[src/sv/rla_pkg.sv]
// Shared types and constants of the rotating LED ring animator.
package rla_pkg;

  typedef enum logic [2:0] {
    CMD_CONFIGURE  = 3'd0,
    CMD_POWER      = 3'd1,
    CMD_SELECT     = 3'd2,
    CMD_DESELECT   = 3'd3,
    CMD_DISCONNECT = 3'd4,
    CMD_TICK       = 3'd5
  } cmd_t;

  typedef enum logic [2:0] {
    REG_ACTIVE_LEDS      = 3'd0,
    REG_RELAY_ON         = 3'd1,
    REG_PERSON_NEAR      = 3'd2,
    REG_THRESHOLD_GREEN  = 3'd3,
    REG_THRESHOLD_YELLOW = 3'd4,
    REG_THRESHOLD_RED    = 3'd5
  } reg_t;

  typedef enum logic [6:0] {
    ST_IDLE  = 7'b0000001,
    ST_BLANK = 7'b0000010,
    ST_NBR   = 7'b0000100,
    ST_DRAW  = 7'b0001000,
    ST_STEP  = 7'b0010000,
    ST_SHOW  = 7'b0100000,
    ST_TABLE = 7'b1000000
  } state_t;

  localparam logic [23:0] COL_PURPLE = 24'h660066;
  localparam logic [23:0] COL_GREEN  = 24'h00FF00;
  localparam logic [23:0] COL_YELLOW = 24'hFFFF00;
  localparam logic [23:0] COL_RED    = 24'hFF0000;
  localparam logic [23:0] COL_BLACK  = 24'h000000;

  localparam logic [1:0] DIR_FWD = 2'd1;
  localparam logic [1:0] DIR_BWD = 2'd2;

endpackage

[src/sv/rotating_led_ring_animator_unit.sv]
// Top level of the rotating LED ring animator: LED table and command sequencer.
// Configure completes without leaving idle; power, select and deselect walk the table over the active LEDs.
// Disconnect writes RING_SIZE black pixel words, one pixel word a cycle, then a last marker and a table clear.
// Tick: each moving LED scans the c configured LEDs for its neighbour pixel, then all LEDs step.
// One word at a time; busy stays high until the word sequence ends; receiver cannot stall.
// Reset clears the table (not the backup colours), the LED count and the registers (active_leds to 1).
module rotating_led_ring_animator_unit
  import rla_pkg::*;
#(
  parameter int MAX_LEDS  = 8,
  parameter int RING_SIZE = 12
) (
  input  logic        clk,
  input  logic        rst_n,
  input  logic        start,
  output logic        busy,
  input  logic [2:0]  in_command,
  input  logic [3:0]  in_start_position,
  input  logic [1:0]  in_direction,
  input  logic [7:0]  in_red_in,
  input  logic [7:0]  in_green_in,
  input  logic [7:0]  in_blue_in,
  input  logic signed [31:0] in_power_value,
  input  logic [2:0]  in_led_index,
  input  logic        cfg_valid,
  output logic        cfg_ready,
  input  logic [2:0]  cfg_index,
  input  logic [31:0] cfg_data,
  output logic        out_strobe,
  output logic [3:0]  out_pixel_index,
  output logic [7:0]  out_red_out,
  output logic [7:0]  out_green_out,
  output logic [7:0]  out_blue_out,
  output logic        out_write_valid,
  output logic        out_heartbeat,
  output logic        out_last
);

  localparam int IW = (MAX_LEDS > 1) ? $clog2(MAX_LEDS) : 1;
  localparam int CW = $clog2(MAX_LEDS + 1);
  localparam int PW = $clog2(RING_SIZE);
  localparam logic [PW-1:0] RING_LAST = PW'(RING_SIZE - 1);

  logic [PW-1:0] pos_r   [MAX_LEDS];
  logic [PW-1:0] start_r [MAX_LEDS];
  logic [1:0]    dir_r   [MAX_LEDS];
  logic [23:0]   col_r   [MAX_LEDS];
  logic [23:0]   bak_r   [MAX_LEDS];
  logic [MAX_LEDS-1:0] sel_r;
  logic [CW-1:0] cnt_r;
  logic          run_r;

  logic [3:0]  active_r;
  logic        relay_r, near_r;
  logic signed [31:0] thg_r, thy_r, thr_r;

  state_t      st_r;
  logic [2:0]  cmd_r;
  logic [23:0] pcol_r;
  logic [23:0] scol_r;
  logic [2:0]  idx_r;
  logic [IW-1:0] i_r, j_r;
  logic [PW-1:0] nb_r;
  logic          occ_r;
  logic [PW:0]   blank_r;

  logic [CW-1:0] n;
  assign n = (CW'(active_r) > CW'(MAX_LEDS)) ? CW'(MAX_LEDS) : CW'(active_r);

  logic [3:0] sp_mod;
  logic [3:0] sp_tab [16];
  for (genvar g = 0; g < 16; g++) begin : g_sp_tab
    assign sp_tab[g] = 4'(g % RING_SIZE);
  end
  assign sp_mod = sp_tab[in_start_position];

  logic [23:0] pwr_col;
  always_comb begin
    priority if (near_r && !relay_r) pwr_col = COL_PURPLE;
    else if (near_r && in_power_value < thg_r) pwr_col = COL_GREEN;
    else if (near_r && in_power_value < thy_r) pwr_col = COL_YELLOW;
    else if (near_r && in_power_value > thr_r) pwr_col = COL_RED;
    else pwr_col = COL_BLACK;
  end

  logic last_i, last_j;
  assign last_i = (CW'(i_r) + 1'b1 >= n);
  assign last_j = (CW'(j_r) + 1'b1 >= cnt_r);

  logic [PW-1:0] cur_pos;
  logic [1:0]    cur_dir;
  assign cur_pos = pos_r[i_r];
  assign cur_dir = dir_r[i_r];

  logic [PW-1:0] nb_calc;
  always_comb begin
    if (cur_dir == DIR_FWD) nb_calc = (cur_pos == '0) ? RING_LAST : cur_pos - 1'b1;
    else nb_calc = (cur_pos == RING_LAST) ? '0 : cur_pos + 1'b1;
  end

  logic [PW-1:0] nb_cmp;
  logic          nb_hit, nb_free, moving;
  assign nb_cmp = (j_r == '0) ? nb_calc : nb_r;
  assign nb_hit = (CW'(j_r) < cnt_r) && (pos_r[j_r] == nb_cmp);
  assign nb_free = !(occ_r || nb_hit);
  assign moving = (cur_dir == DIR_FWD) || (cur_dir == DIR_BWD);

  logic idx_ok;
  assign idx_ok = (CW'(in_led_index) < n) && (32'(in_led_index) < MAX_LEDS);

  assign busy = (st_r != ST_IDLE);
  assign cfg_ready = 1'b1;

  always_ff @(posedge clk) begin
    if (!rst_n) begin
      out_strobe <= 1'b0;
      out_heartbeat <= 1'b0;
      out_last <= 1'b0;
      st_r <= ST_IDLE;
      active_r <= 4'd1; relay_r <= 1'b0; near_r <= 1'b0;
      thg_r <= '0; thy_r <= '0; thr_r <= '0;
      cnt_r <= '0; run_r <= 1'b0; sel_r <= '0;
      for (int k = 0; k < MAX_LEDS; k++) begin
        pos_r[k] <= '0; start_r[k] <= '0; dir_r[k] <= '0; col_r[k] <= '0;
      end
    end else begin
      if (cfg_valid) begin
        unique case (cfg_index)
          REG_ACTIVE_LEDS:      active_r <= cfg_data[3:0];
          REG_RELAY_ON:         relay_r <= cfg_data[0];
          REG_PERSON_NEAR:      near_r <= cfg_data[0];
          REG_THRESHOLD_GREEN:  thg_r <= cfg_data;
          REG_THRESHOLD_YELLOW: thy_r <= cfg_data;
          REG_THRESHOLD_RED:    thr_r <= cfg_data;
          default: ;
        endcase
      end
      unique case (st_r)
        ST_IDLE: begin
          out_strobe <= 1'b0;
          out_heartbeat <= 1'b0;
          out_last <= 1'b0;
          if (start) begin
            cmd_r <= in_command;
            idx_r <= in_led_index;
            i_r <= '0;
            unique case (in_command)
              CMD_CONFIGURE: begin
                if (cnt_r < n) begin
                  pos_r[cnt_r[IW-1:0]] <= PW'(sp_mod);
                  start_r[cnt_r[IW-1:0]] <= PW'(sp_mod);
                  dir_r[cnt_r[IW-1:0]] <= in_direction;
                  col_r[cnt_r[IW-1:0]] <= {in_red_in, in_green_in, in_blue_in};
                  sel_r[cnt_r[IW-1:0]] <= 1'b0;
                  cnt_r <= cnt_r + 1'b1;
                  if (cnt_r + 1'b1 >= n) run_r <= 1'b1;
                end
              end
              CMD_POWER: begin
                pcol_r <= pwr_col;
                if (n != '0) st_r <= ST_TABLE;
              end
              CMD_SELECT, CMD_DESELECT: begin
                if (idx_ok) begin
                  scol_r <= col_r[in_led_index[IW-1:0]];
                  st_r <= ST_TABLE;
                end
              end
              CMD_DISCONNECT: begin
                run_r <= 1'b0;
                blank_r <= '0;
                st_r <= ST_BLANK;
              end
              CMD_TICK: begin
                if (run_r) st_r <= (n != '0) ? ST_NBR : ST_SHOW;
              end
              default: ;
            endcase
          end
        end
        ST_TABLE: begin
          out_strobe <= 1'b0;
          out_heartbeat <= 1'b0;
          out_last <= 1'b0;
          unique case (cmd_r)
            CMD_POWER:  if (!sel_r[i_r]) col_r[i_r] <= pcol_r;
            CMD_SELECT: begin
              bak_r[i_r] <= col_r[i_r];
              col_r[i_r] <= scol_r;
            end
            default: col_r[i_r] <= bak_r[i_r];
          endcase
          if (last_i) begin
            st_r <= ST_IDLE;
            if (cmd_r == CMD_SELECT) sel_r[idx_r[IW-1:0]] <= 1'b1;
            if (cmd_r == CMD_DESELECT) sel_r[idx_r[IW-1:0]] <= 1'b0;
          end
          i_r <= i_r + 1'b1;
        end
        ST_BLANK: begin
          out_strobe <= 1'b1;
          out_heartbeat <= 1'b0;
          out_red_out <= '0; out_green_out <= '0; out_blue_out <= '0;
          if (blank_r == (PW+1)'(RING_SIZE)) begin
            out_pixel_index <= '0;
            out_write_valid <= 1'b0;
            out_last <= 1'b1;
            st_r <= ST_IDLE;
            cnt_r <= '0; sel_r <= '0;
            for (int k = 0; k < MAX_LEDS; k++) begin
              pos_r[k] <= '0; start_r[k] <= '0; dir_r[k] <= '0; col_r[k] <= '0;
            end
          end else begin
            out_pixel_index <= 4'(blank_r);
            out_write_valid <= 1'b1;
            out_last <= 1'b0;
          end
          blank_r <= blank_r + 1'b1;
        end
        ST_NBR: begin
          out_heartbeat <= 1'b0;
          out_last <= 1'b0;
          if (!moving) begin
            out_strobe <= 1'b0;
            if (last_i) begin
              i_r <= '0; st_r <= ST_STEP;
            end else i_r <= i_r + 1'b1;
          end else begin
            out_strobe <= last_j && nb_free;
            out_pixel_index <= 4'(nb_cmp);
            out_red_out <= '0; out_green_out <= '0; out_blue_out <= '0;
            out_write_valid <= 1'b1;
            if (j_r == '0 && !occ_r) nb_r <= nb_calc;
            if (nb_hit) occ_r <= 1'b1;
            if (last_j) begin
              j_r <= '0;
              st_r <= ST_DRAW;
            end else j_r <= j_r + 1'b1;
          end
        end
        ST_DRAW: begin
          occ_r <= 1'b0;
          out_strobe <= 1'b1;
          out_heartbeat <= 1'b0;
          out_last <= 1'b0;
          out_pixel_index <= 4'(cur_pos);
          {out_red_out, out_green_out, out_blue_out} <= col_r[i_r];
          out_write_valid <= 1'b1;
          if (last_i) begin
            i_r <= '0; st_r <= ST_STEP;
          end else begin
            i_r <= i_r + 1'b1; st_r <= ST_NBR;
          end
        end
        ST_STEP: begin
          out_strobe <= 1'b0;
          out_heartbeat <= 1'b0;
          out_last <= 1'b0;
          if (cur_dir == DIR_FWD)
            pos_r[i_r] <= (cur_pos >= RING_LAST) ? '0 : cur_pos + 1'b1;
          else if (cur_dir == DIR_BWD)
            pos_r[i_r] <= (cur_pos == '0 || cur_pos > RING_LAST) ? RING_LAST
                                                                : cur_pos - 1'b1;
          if (last_i) st_r <= ST_SHOW;
          i_r <= i_r + 1'b1;
        end
        ST_SHOW: begin
          out_strobe <= 1'b1;
          out_pixel_index <= '0;
          out_red_out <= '0; out_green_out <= '0; out_blue_out <= '0;
          out_write_valid <= 1'b0;
          out_heartbeat <= (pos_r[0] == start_r[0]);
          out_last <= 1'b1;
          st_r <= ST_IDLE;
        end
        default: begin
          out_strobe <= 1'b0;
          out_heartbeat <= 1'b0;
          out_last <= 1'b0;
          st_r <= ST_IDLE;
        end
      endcase
      if (st_r == ST_IDLE) begin
        occ_r <= 1'b0; j_r <= '0;
      end
    end
  end

endmodule

[config.mk]
export PLATFORM = sky130hd
export DESIGN_NAME = rotating_led_ring_animator_unit
export DESIGN_NICKNAME = d
export VERILOG_FILES = /design/src/sv/rla_pkg.sv /design/src/sv/rotating_led_ring_animator_unit.sv
export SDC_FILE = /design/constraint.sdc
export NUM_CORES = 1
export LEC_CHECK = 0
export BUFFER_PORTS_ARGS = -buffer_cell sky130_fd_sc_hd__buf_2
export CAP_MARGIN = 20
export CORE_ASPECT_RATIO = 1.5
export CORE_MARGIN = 5
export CORE_UTILIZATION = 61
export DETAILED_ROUTE_END_ITERATION = 7
export HOLD_SLACK_MARGIN = 0.03
export PLACE_DENSITY_LB_ADDON = 0.12
export SLEW_MARGIN = 25
export SYNTH_ARGS = -nofsm -noshare
export SYNTH_HDL_FRONTEND = slang
export SYNTH_SLANG_ARGS = --single-unit
[constraint.sdc]
create_clock -name clk -period 6.6 [get_ports clk]
set_input_delay 0.33 -clock clk [delete_from_list [all_inputs] [get_ports clk]]
set_output_delay 0.33 -clock clk [all_outputs]
set_load 0.01 [all_outputs]
==> flow_summary.rst, run 1 <==
.. list-table::
   :header-rows: 1

   * - Metric
     - Value
   * - Outcome
     - complete, no violations
   * - Count of final max-slew check failures
     - 0
   * - Clock-pin slew on the worst setup and hold paths
     - approximately 60 ps
   * - Total via count after detailed routing
     - roughly 21000
   * - Yosys top cell area share
     - 0.4849
   * - Die Height
     - ~290 um
   * - Relative slew slack
     - 0.3019
   * - Leading cell types by count after synthesis
     - sky130_fd_sc_hd__edfxtp_1 (515), sky130_fd_sc_hd__nor2_1 (302), sky130_fd_sc_hd__nand2_1 (262), sky130_fd_sc_hd__mux4_2 (164), sky130_fd_sc_hd__dfxtp_1 (131)
   * - Sequential cell area fraction in the yosys report
     - 0.5671
   * - Cell Count Post-Placement
     - ~3200
   * - Max cap viols
     - 0
   * - Critical path fanouts, max
     - 27
   * - Startpoint types
     - flip-flop
   * - Number of optimization iterations in the first detailed-route pass
     - 5
   * - Number of nets produced by synthesis
     - ~2700
   * - CP arrival
     - between 4000 and 5000 ps
   * - Synth area leader
     - sky130_fd_sc_hd__edfxtp_1
   * - Time the worst path needs with I/O delays and setup
     - about 4400 ps
   * - Path class of the lowest-slack min-delay path
     - input port to flip-flop
   * - Maximum level of the CTS H-tree
     - 2
   * - Number of enable-type register cells in the synthesized netlist
     - 515
   * - Count of state elements after synthesis
     - 646
   * - Slew at the pin closest to its max-slew limit
     - ~1000 ps
   * - Die footprint
     - between 0.05 and 0.06 mm2
   * - HPWL after detailed placement
     - around 55 mm
   * - Layout Area Growth over Synthesis
     - 11.49%
   * - Number of cell rows
     - 102
   * - Total number of clock tree sinks
     - roughly 650
   * - Number of fill cells in the layout
     - roughly 3700
   * - Routed Antenna Nets
     - 0
   * - Synthesized area per cell
     - roughly 13 um2
   * - Most instantiated library cell after synthesis
     - sky130_fd_sc_hd__edfxtp_1
   * - Cell chosen for the clock root
     - sky130_fd_sc_hd__clkbuf_16
   * - Total routing resource utilization after global routing
     - 0.2857
   * - Largest net degree at the start of global routing
     - roughly 110
   * - Synth async-reset ratio
     - 0
   * - Fraction of layout instances using a drive strength above 1
     - 0.2082
   * - Critical Path End Type
     - flip-flop
   * - Total power density per cell area
     - ~270 mW/mm2
   * - Resized Gates After CTS
     - 0
   * - Cell Count, Final, Fillers Out
     - about 3400
   * - PortBufs
     - between 100 and 150
   * - Clock Skew
     - 18.61 ps
   * - Critical setup path kind
     - flip-flop to flip-flop
   * - Count of mapped cells out of synthesis
     - approximately 2500
   * - First-pass GRT wire length
     - around 130 mm
   * - Total gr overflow
     - 0
   * - Maximum clock frequency
     - about 230 MHz
   * - Vias in the first global route
     - ~22000
   * - Post-layout utilization of the core
     - 0.6879
   * - Drt via density
     - 6.301
   * - Number of nets in the final layout
     - 2858
   * - Number of different library cells in the post-synthesis netlist
     - 80
   * - Top-level port count
     - approximately 140
   * - Total negative setup slack
     - 0 ps
   * - Placeable core area
     - between 0.05 and 0.06 mm2
   * - Clock latency on the worst-skew pair
     - about 630 ps
   * - Post-layout total power
     - 9.660 mW
   * - Final RePlAce weighted congestion
     - roughly 0.88
   * - Prevailing post-synth register cell
     - sky130_fd_sc_hd__edfxtp_1
   * - Setup repair after global routing missed its margin
     - no
   * - Initial antenna violation count
     - 1
   * - Setup Viol. Count Final
     - 0
   * - Leakage
     - ~13 nW
   * - Number of endpoints with negative hold slack in the final report
     - 0
   * - Horizontal extent of the die
     - 196.7 um
   * - Cell area after synthesis
     - between 0.03 and 0.04 mm2
   * - DRC violation count after routing
     - 0
   * - YS warnings
     - 0
   * - Starting density of the core
     - 0.6170
   * - Worst Path Required
     - between 6000 and 7000 ps
   * - Main area contributors after synthesis
     - sky130_fd_sc_hd__edfxtp_1 (48%), sky130_fd_sc_hd__mux4_2 (12%), sky130_fd_sc_hd__dfxtp_1 (8.2%)
   * - Aggregate routed wire length
     - roughly 80 mm
   * - TritonCTS clock tree
     - built
   * - Final critical-path share of the clock period
     - 0.6610
   * - Buffer depth of the longest clock path
     - 3
   * - Drt first-iter violations
     - 1745
   * - Number of buffers created by CTS
     - between 50 and 60
   * - Routed WL per cell
     - 24.43 um
   * - Worst-case vdd ir drop
     - about 200 uV
-- through the flow --
| step | instance area [um2] | worst slack (ps) | hold WS [ps] |
|---|---|---|---|
| floorplan | 31890 | 2318 | 428.9 |
| global placement | 33290 | 2136 | 454.0 |
| detailed placement | 33290 | 2279 | 459.3 |
| CTS | 35510 | 2251 | 36.03 |
| global route | 35560 | 2035 | 49.28 |
| finish | 35560 | 2238 | 64.92 |
-- flip-flops by register name, summed over array words and instances (netlist names), 3 cells and up, named ones only --
register         flops
bak_r              192
col_r              192
pos_r               32
thg_r               32
thr_r               32
thy_r               32
scol_r              24
dir_r               16
out_blue_out         8
out_green_out        8
out_red_out          8
sel_r                8
st_r                 7
blank_r              5
active_r             4
cnt_r                4
nb_r                 4
out_pixel_index      4
pcol_r               4
start_r              4
cmd_r                3
i_r                  3
idx_r                3
j_r                  3
-- path summary, 6_finish.rpt --
| path | start | cells after the start | slack, ps | endpoint |
|---|---|---|---|---|
| setup / recovery | i_r[0] | 11 | 2240 | col_r[5][9] |
| hold / removal | in_start_position[1] | 2 | 60 | start_r[0][1] |
| setup reg to reg | i_r[0] | 11 | 2240 | col_r[5][9] |
| hold reg to reg | thr_r[19] | 2 | 470 | thr_r[19] |
-- routing by layer --
layer,vias to the layer above,track usage,part of all wire
met5,-,0,0
met4,0,0.1169,0.047
met3,208,0.04445,0.065
met2,861,0.5203,0.53
met1,10540,0.3357,0.36
li1,9514,-,-
-- layout by cell type (no fill, tap or decap), types with 24 or more instances in the layout --
master                          Yosys  routed
sky130_fd_sc_hd__a21oi_2           21      24
sky130_fd_sc_hd__buf_2             19     137
sky130_fd_sc_hd__a211oi_1          46      46
sky130_fd_sc_hd__edfxtp_1         515     515
sky130_fd_sc_hd__o21ai_0           43      43
sky130_fd_sc_hd__dfxtp_1          131     128
sky130_fd_sc_hd__mux2i_1           36      35
sky130_fd_sc_hd__mux4_2           164     164
sky130_fd_sc_hd__mux2_2            60      60
sky130_fd_sc_hd__dlygate4sd3_1      0      37
sky130_fd_sc_hd__clkbuf_16          0      60
sky130_fd_sc_hd__and2_1            36      36
sky130_fd_sc_hd__a21o_1            40      40
sky130_fd_sc_hd__ha_1             125     125
sky130_fd_sc_hd__a21boi_0         104     104
sky130_fd_sc_hd__inv_1            123     123
sky130_fd_sc_hd__nor2_1           302     301
sky130_fd_sc_hd__buf_4              2      44
sky130_fd_sc_hd__nand2_1          262     260
sky130_fd_sc_hd__a21oi_1           55      51
-- logic make-up after synthesis --
group	Yosys count	synth area share
DFF	646	0.5671
adders and majority gates	125	0.04904
other	1	0.0001176
xor gates and xnor gates	16	0.004394
AOI/OAI and AO/OA	396	0.08753
buffers and inverters	271	0.03311
muxes	266	0.1514
and+or+nand+nor	766	0.1072
-- final cells by class --
type / instances / area, um2 / share of cell area
timing repair buffer: 223 / 1455 / 0.04093
antenna: 1 / 2.502 / 0.00007038
tap: 676 / 845.8 / 0.02379
sequential: 646 / 18100 / 0.5090
clock buffer: 74 / 1558 / 0.04381
multi-input combinational: 1570 / 12830 / 0.3609
inverter: 127 / 476.7 / 0.01341
clock inverter: 35 / 286.5 / 0.008059
-- worst max-delay path, cell delays in order, from the launching register on --
cell and delay (ps):
sky130_fd_sc_hd__edfxtp_1 680, sky130_fd_sc_hd__mux2_2 400, sky130_fd_sc_hd__a22oi_1 150, sky130_fd_sc_hd__o22ai_1 120
sky130_fd_sc_hd__o211ai_1 230, sky130_fd_sc_hd__nand3_2 510, sky130_fd_sc_hd__buf_4 490, sky130_fd_sc_hd__inv_2 230
sky130_fd_sc_hd__a21boi_2 80, sky130_fd_sc_hd__buf_4 260, sky130_fd_sc_hd__nand2_1 450, sky130_fd_sc_hd__buf_4 400
-- power by group --
group | internal, mW | total (mW) | switching [mW]
clock | 1.83 | 3.32 | 1.50
combinational | 0.691 | 1.58 | 0.884
sequential | 4.60 | 4.76 | 0.156
total | 7.12 | 9.66 | 2.54
-- repair_timing --
action | in CTS | in global routing
hold buffers | 37 | 0
hold endpoints to repair | 102 | 0
setup buffers | 0 | 0
No activity file was read; power rests on OpenSTA's default activity.
==> run 2: changes to the inputs <==
--- a/config.mk
+++ b/config.mk
@@ -9,7 +9,7 @@
 export CAP_MARGIN = 20
 export CORE_ASPECT_RATIO = 1.5
 export CORE_MARGIN = 5
-export CORE_UTILIZATION = 61
+export CORE_UTILIZATION = 56
 export DETAILED_ROUTE_END_ITERATION = 7
 export HOLD_SLACK_MARGIN = 0.03
 export PLACE_DENSITY_LB_ADDON = 0.12
==> constraint.sdc (replaced) <==
create_clock -name clk -period 4 [get_ports clk]
set_input_delay 0.2 -clock clk [delete_from_list [all_inputs] [get_ports clk]]
set_output_delay 0.2 -clock clk [all_outputs]
set_load 0.01 [all_outputs]
==> run 2 against run 1 <==
Net effect:
- count of clock-buffer cells in the layout decreased by 6
- total power rose by 66%
- via count down 0.29%
- core utilization shrank 5.1 points
- combinational power up 71%
- clock skew rose by 2.2 ps
- flip-flop and latch count unchanged
- final area grew 1.5%
- clock power up 66%
- final cell count is 3.8% higher
- critical path type unchanged
- critical endpoint is now col_r[5][18]
- highest routed layer is now met5
==> flow_summary.rst, run 2 (same netlist as run 1, synthesis figures left out) <==
.. list-table::
   :header-rows: 1

   * - Metric
     - Value
   * - Cell Count Post-Placement
     - 3306 (was 3202)
   * - Slew at the pin closest to its max-slew limit
     - 1025 ps (was 1047 ps)
   * - Starting density of the core
     - 0.5632 (was 0.6170)
   * - Resized Gates After CTS
     - 0 (unchanged)
   * - First-pass GRT wire length
     - 127.3 mm (was 126.0 mm)
   * - Maximum level of the CTS H-tree
     - 2 (unchanged)
   * - Clock-pin slew on the worst setup and hold paths
     - 60 ps (about the same)
   * - CP arrival
     - 3920 ps (was 4660 ps)
   * - Startpoint types
     - flip-flop (unchanged)
   * - Maximum clock frequency
     - 273.7 MHz (was 229.2 MHz)
   * - Seq pwr share
     - 0.487 (was 0.493)
   * - Number of fill cells in the layout
     - 4373 (was 3692)
   * - Final critical-path share of the clock period
     - 0.9135 (was 0.6610)
   * - Commonest non-fill, non-tap cells in the layout
     - sky130_fd_sc_hd__edfxtp_1 (515), sky130_fd_sc_hd__nor2_1 (301), sky130_fd_sc_hd__nand2_1 (262), sky130_fd_sc_hd__mux4_2 (164), sky130_fd_sc_hd__buf_2 (137) (was sky130_fd_sc_hd__edfxtp_1 (515), sky130_fd_sc_hd__nor2_1 (301), sky130_fd_sc_hd__nand2_1 (260), sky130_fd_sc_hd__mux4_2 (164), sky130_fd_sc_hd__buf_2 (137))
   * - Routed Antenna Nets
     - 0 (unchanged)
   * - Reported net switching power
     - 4.236 mW (was 2.538 mW)
   * - Leakage
     - 12.79 nW (was 12.59 nW)
   * - Path class of the lowest-slack min-delay path
     - input port to flip-flop (unchanged)
   * - Total power density per cell area
     - 443.1 mW/mm2 (was 271.7 mW/mm2)
   * - Horizontal extent of the die
     - 204.9 um (was 196.7 um)
   * - Worst-case vdd ir drop
     - 385.5 uV (was 195.3 uV)
   * - Worst Path Required
     - 4270 ps (was 6900 ps)
   * - Total number of clock tree sinks
     - 646 (unchanged)
   * - Time the worst path needs with I/O delays and setup
     - 3654 ps (was 4362 ps)
   * - Total via count after detailed routing
     - 21060 (was 21120)
   * - Layout Area Growth over Synthesis
     - 13.14% (was 11.49%)
   * - Slack of the worst reg-to-reg path
     - 350 ps (was 2240 ps)
   * - Buffer depth of the longest clock path
     - 3 (unchanged)
   * - P_int
     - 11.75 mW (was 7.122 mW)
   * - Outcome
     - complete, no violations (unchanged)
   * - Routed WL per cell
     - 23.86 um (was 24.43 um)
   * - Drt via density
     - 6.050 (was 6.301)
   * - Post-layout utilization of the core
     - 0.6371 (was 0.6879)
   * - CTS Hold Bufs
     - 63 (was 37)
   * - Worst reg-to-reg path cell count
     - 12 (was 11)
   * - Vias in the first global route
     - 22230 (was 22080)
   * - Share of total power consumed by net switching
     - 0.2650 (was 0.2627)
   * - Number of buffers created by CTS
     - 59 (was 58)
   * - Critical Path End Type
     - flip-flop (unchanged)
   * - Min-Delay Endpoint
     - relay_r (was start_r[0][1])
   * - HPWL after detailed placement
     - 54.71 mm (was 55.37 mm)
   * - Die footprint
     - 0.06192 mm2 (was 0.05705 mm2)
   * - Most common cell after layout, fill and taps aside
     - sky130_fd_sc_hd__edfxtp_1 (unchanged)
   * - Total routing resource utilization after global routing
     - 0.2695 (was 0.2857)
   * - Number of nets in the final layout
     - 2899 (was 2858)
   * - Number of endpoints with negative hold slack in the final report
     - 0 (unchanged)
   * - Total gr overflow
     - 0 (unchanged)
   * - Part of the total power dissipated in the clock network
     - 0.344 (about the same)
   * - Critical register-to-register path endpoint
     - col_r[5][18] (was col_r[5][9])
   * - Number of optimization iterations in the first detailed-route pass
     - 5 (unchanged)
   * - Worst R2R Start
     - active_r[3] (was i_r[0])
   * - Drt first-iter violations
     - 1263 (was 1745)
   * - Count of final max-slew check failures
     - 0 (unchanged)
   * - Total setup buffers inserted after CTS
     - 0 (unchanged)
   * - Aggregate routed wire length
     - 83.06 mm (was 81.88 mm)
   * - Worst hold slack across all endpoints
     - 94.37 ps (was 64.92 ps)
   * - Relative slew slack
     - 0.3168 (was 0.3019)
   * - Final RePlAce weighted congestion
     - 0.8652 (was 0.8751)
   * - TritonCTS clock tree
     - built (unchanged)
   * - Clock latency on the worst-skew pair
     - 640 ps (was 630 ps)
   * - Total negative setup slack
     - 0 ps (unchanged)
   * - Setup Viol. Count Final
     - 0 (unchanged)
   * - Placeable core area
     - 0.05663 mm2 (was 0.05169 mm2)
   * - Fraction of layout instances using a drive strength above 1
     - 0.2135 (was 0.2082)
   * - Registers with the most flip-flops
     - bak_r (192), col_r (192) (unchanged)
   * - Fraction of power consumed by combinational cells
     - 0.169 (was 0.163)
   * - Critical path fanouts, max
     - 24 (was 27)
   * - Die Height
     - 302.3 um (was 290.0 um)
   * - Max cap viols
     - 0 (unchanged)
   * - PortBufs
     - 139 (unchanged)
   * - Cell depth of the worst min-delay path
     - 4 (was 2)
   * - Setup repair after global routing missed its margin
     - no (unchanged)
   * - Critical setup path kind
     - flip-flop to flip-flop (unchanged)
   * - Clock Skew
     - 20.81 ps (was 18.61 ps)
   * - Number of cell rows
     - 107 (was 102)
   * - Largest net degree at the start of global routing
     - 114 (unchanged)
   * - Cell chosen for the clock root
     - sky130_fd_sc_hd__clkbuf_16 (unchanged)
   * - Top-level port count
     - 141 (unchanged)
   * - DRC violation count after routing
     - 0 (unchanged)
   * - Cell Count, Final, Fillers Out
     - 3481 (was 3352)
   * - Initial antenna violation count
     - 2 (was 1)
   * - Hold path startpoint
     - cfg_index[2] (was in_start_position[1])
==> run 2: per-stage QoR <==
stage                     cell area, um2  power [mW]  setup slack, ps
after CTS                          36060       16.11            352.6
after global placement             33570       10.51            498.4
final                              36080       15.99            346.0
after global routing               36080       16.63            151.1
after detailed placement           33580       10.58            383.3
after floorplan                    31900       9.770            93.85
==> run 2: cell type report <==
type / instances / area [um2] / area share
multi-input combinational: 1570 / 12850 / 0.3561
clock inverter: 43 / 347.8 / 0.009640
tap: 763 / 954.7 / 0.02646
timing repair buffer: 263 / 1843 / 0.05108
antenna: 1 / 2.502 / 0.00006936
sequential: 646 / 18100 / 0.5016
clock buffer: 68 / 1510 / 0.04186
inverter: 127 / 476.7 / 0.01321
==> run 2: critical path, cell delays in order, from the launching register on <==
cell and delay, ps:
sky130_fd_sc_hd__dfxtp_1 340, sky130_fd_sc_hd__inv_1 140, sky130_fd_sc_hd__nand2_1 160, sky130_fd_sc_hd__ha_1 300, sky130_fd_sc_hd__nor2b_1 140, sky130_fd_sc_hd__o21a_1 160, sky130_fd_sc_hd__o21a_1 190, sky130_fd_sc_hd__or3_1 460
sky130_fd_sc_hd__nor3_2 550, sky130_fd_sc_hd__nand2_1 160, sky130_fd_sc_hd__a21boi_2 200, sky130_fd_sc_hd__nand2_1 80, sky130_fd_sc_hd__buf_4 400
==> run 2: metal layers <==
layer	global-route usage	up-vias	share of wire
met5	0	-	0.00020
met2	0.4971	716	0.53
met4	0.1037	2	0.041
li1	-	9595	-
met3	0.03528	198	0.055
met1	0.3203	10550	0.37
==> run 2: worst max-delay path by stage <==
stage | startpoint | to | depth (start not counted)
detailed placement | active_r[3] | col_r[5][15] | 12
global placement | active_r[3] | col_r[5][8] | 12
finish | active_r[3] | col_r[5][18] | 12
CTS | active_r[3] | col_r[5][18] | 12
global route | active_r[3] | col_r[5][18] | 12
floorplan | flip-flop | occ_r | 15
==> run 2: power by group through the flow <==
| stage | Clock [mW] | Sequential, mW | Combinational, mW |
|---|---|---|---|
| final | 5.50 | 7.79 | 2.70 |
| after global routing | 5.89 | 7.81 | 2.93 |
| after CTS | 5.60 | 7.79 | 2.72 |
| after detailed placement | 0 | 7.93 | 2.65 |
| after global placement | 0 | 7.92 | 2.59 |
| after floorplan | 0 | 7.80 | 1.97 |
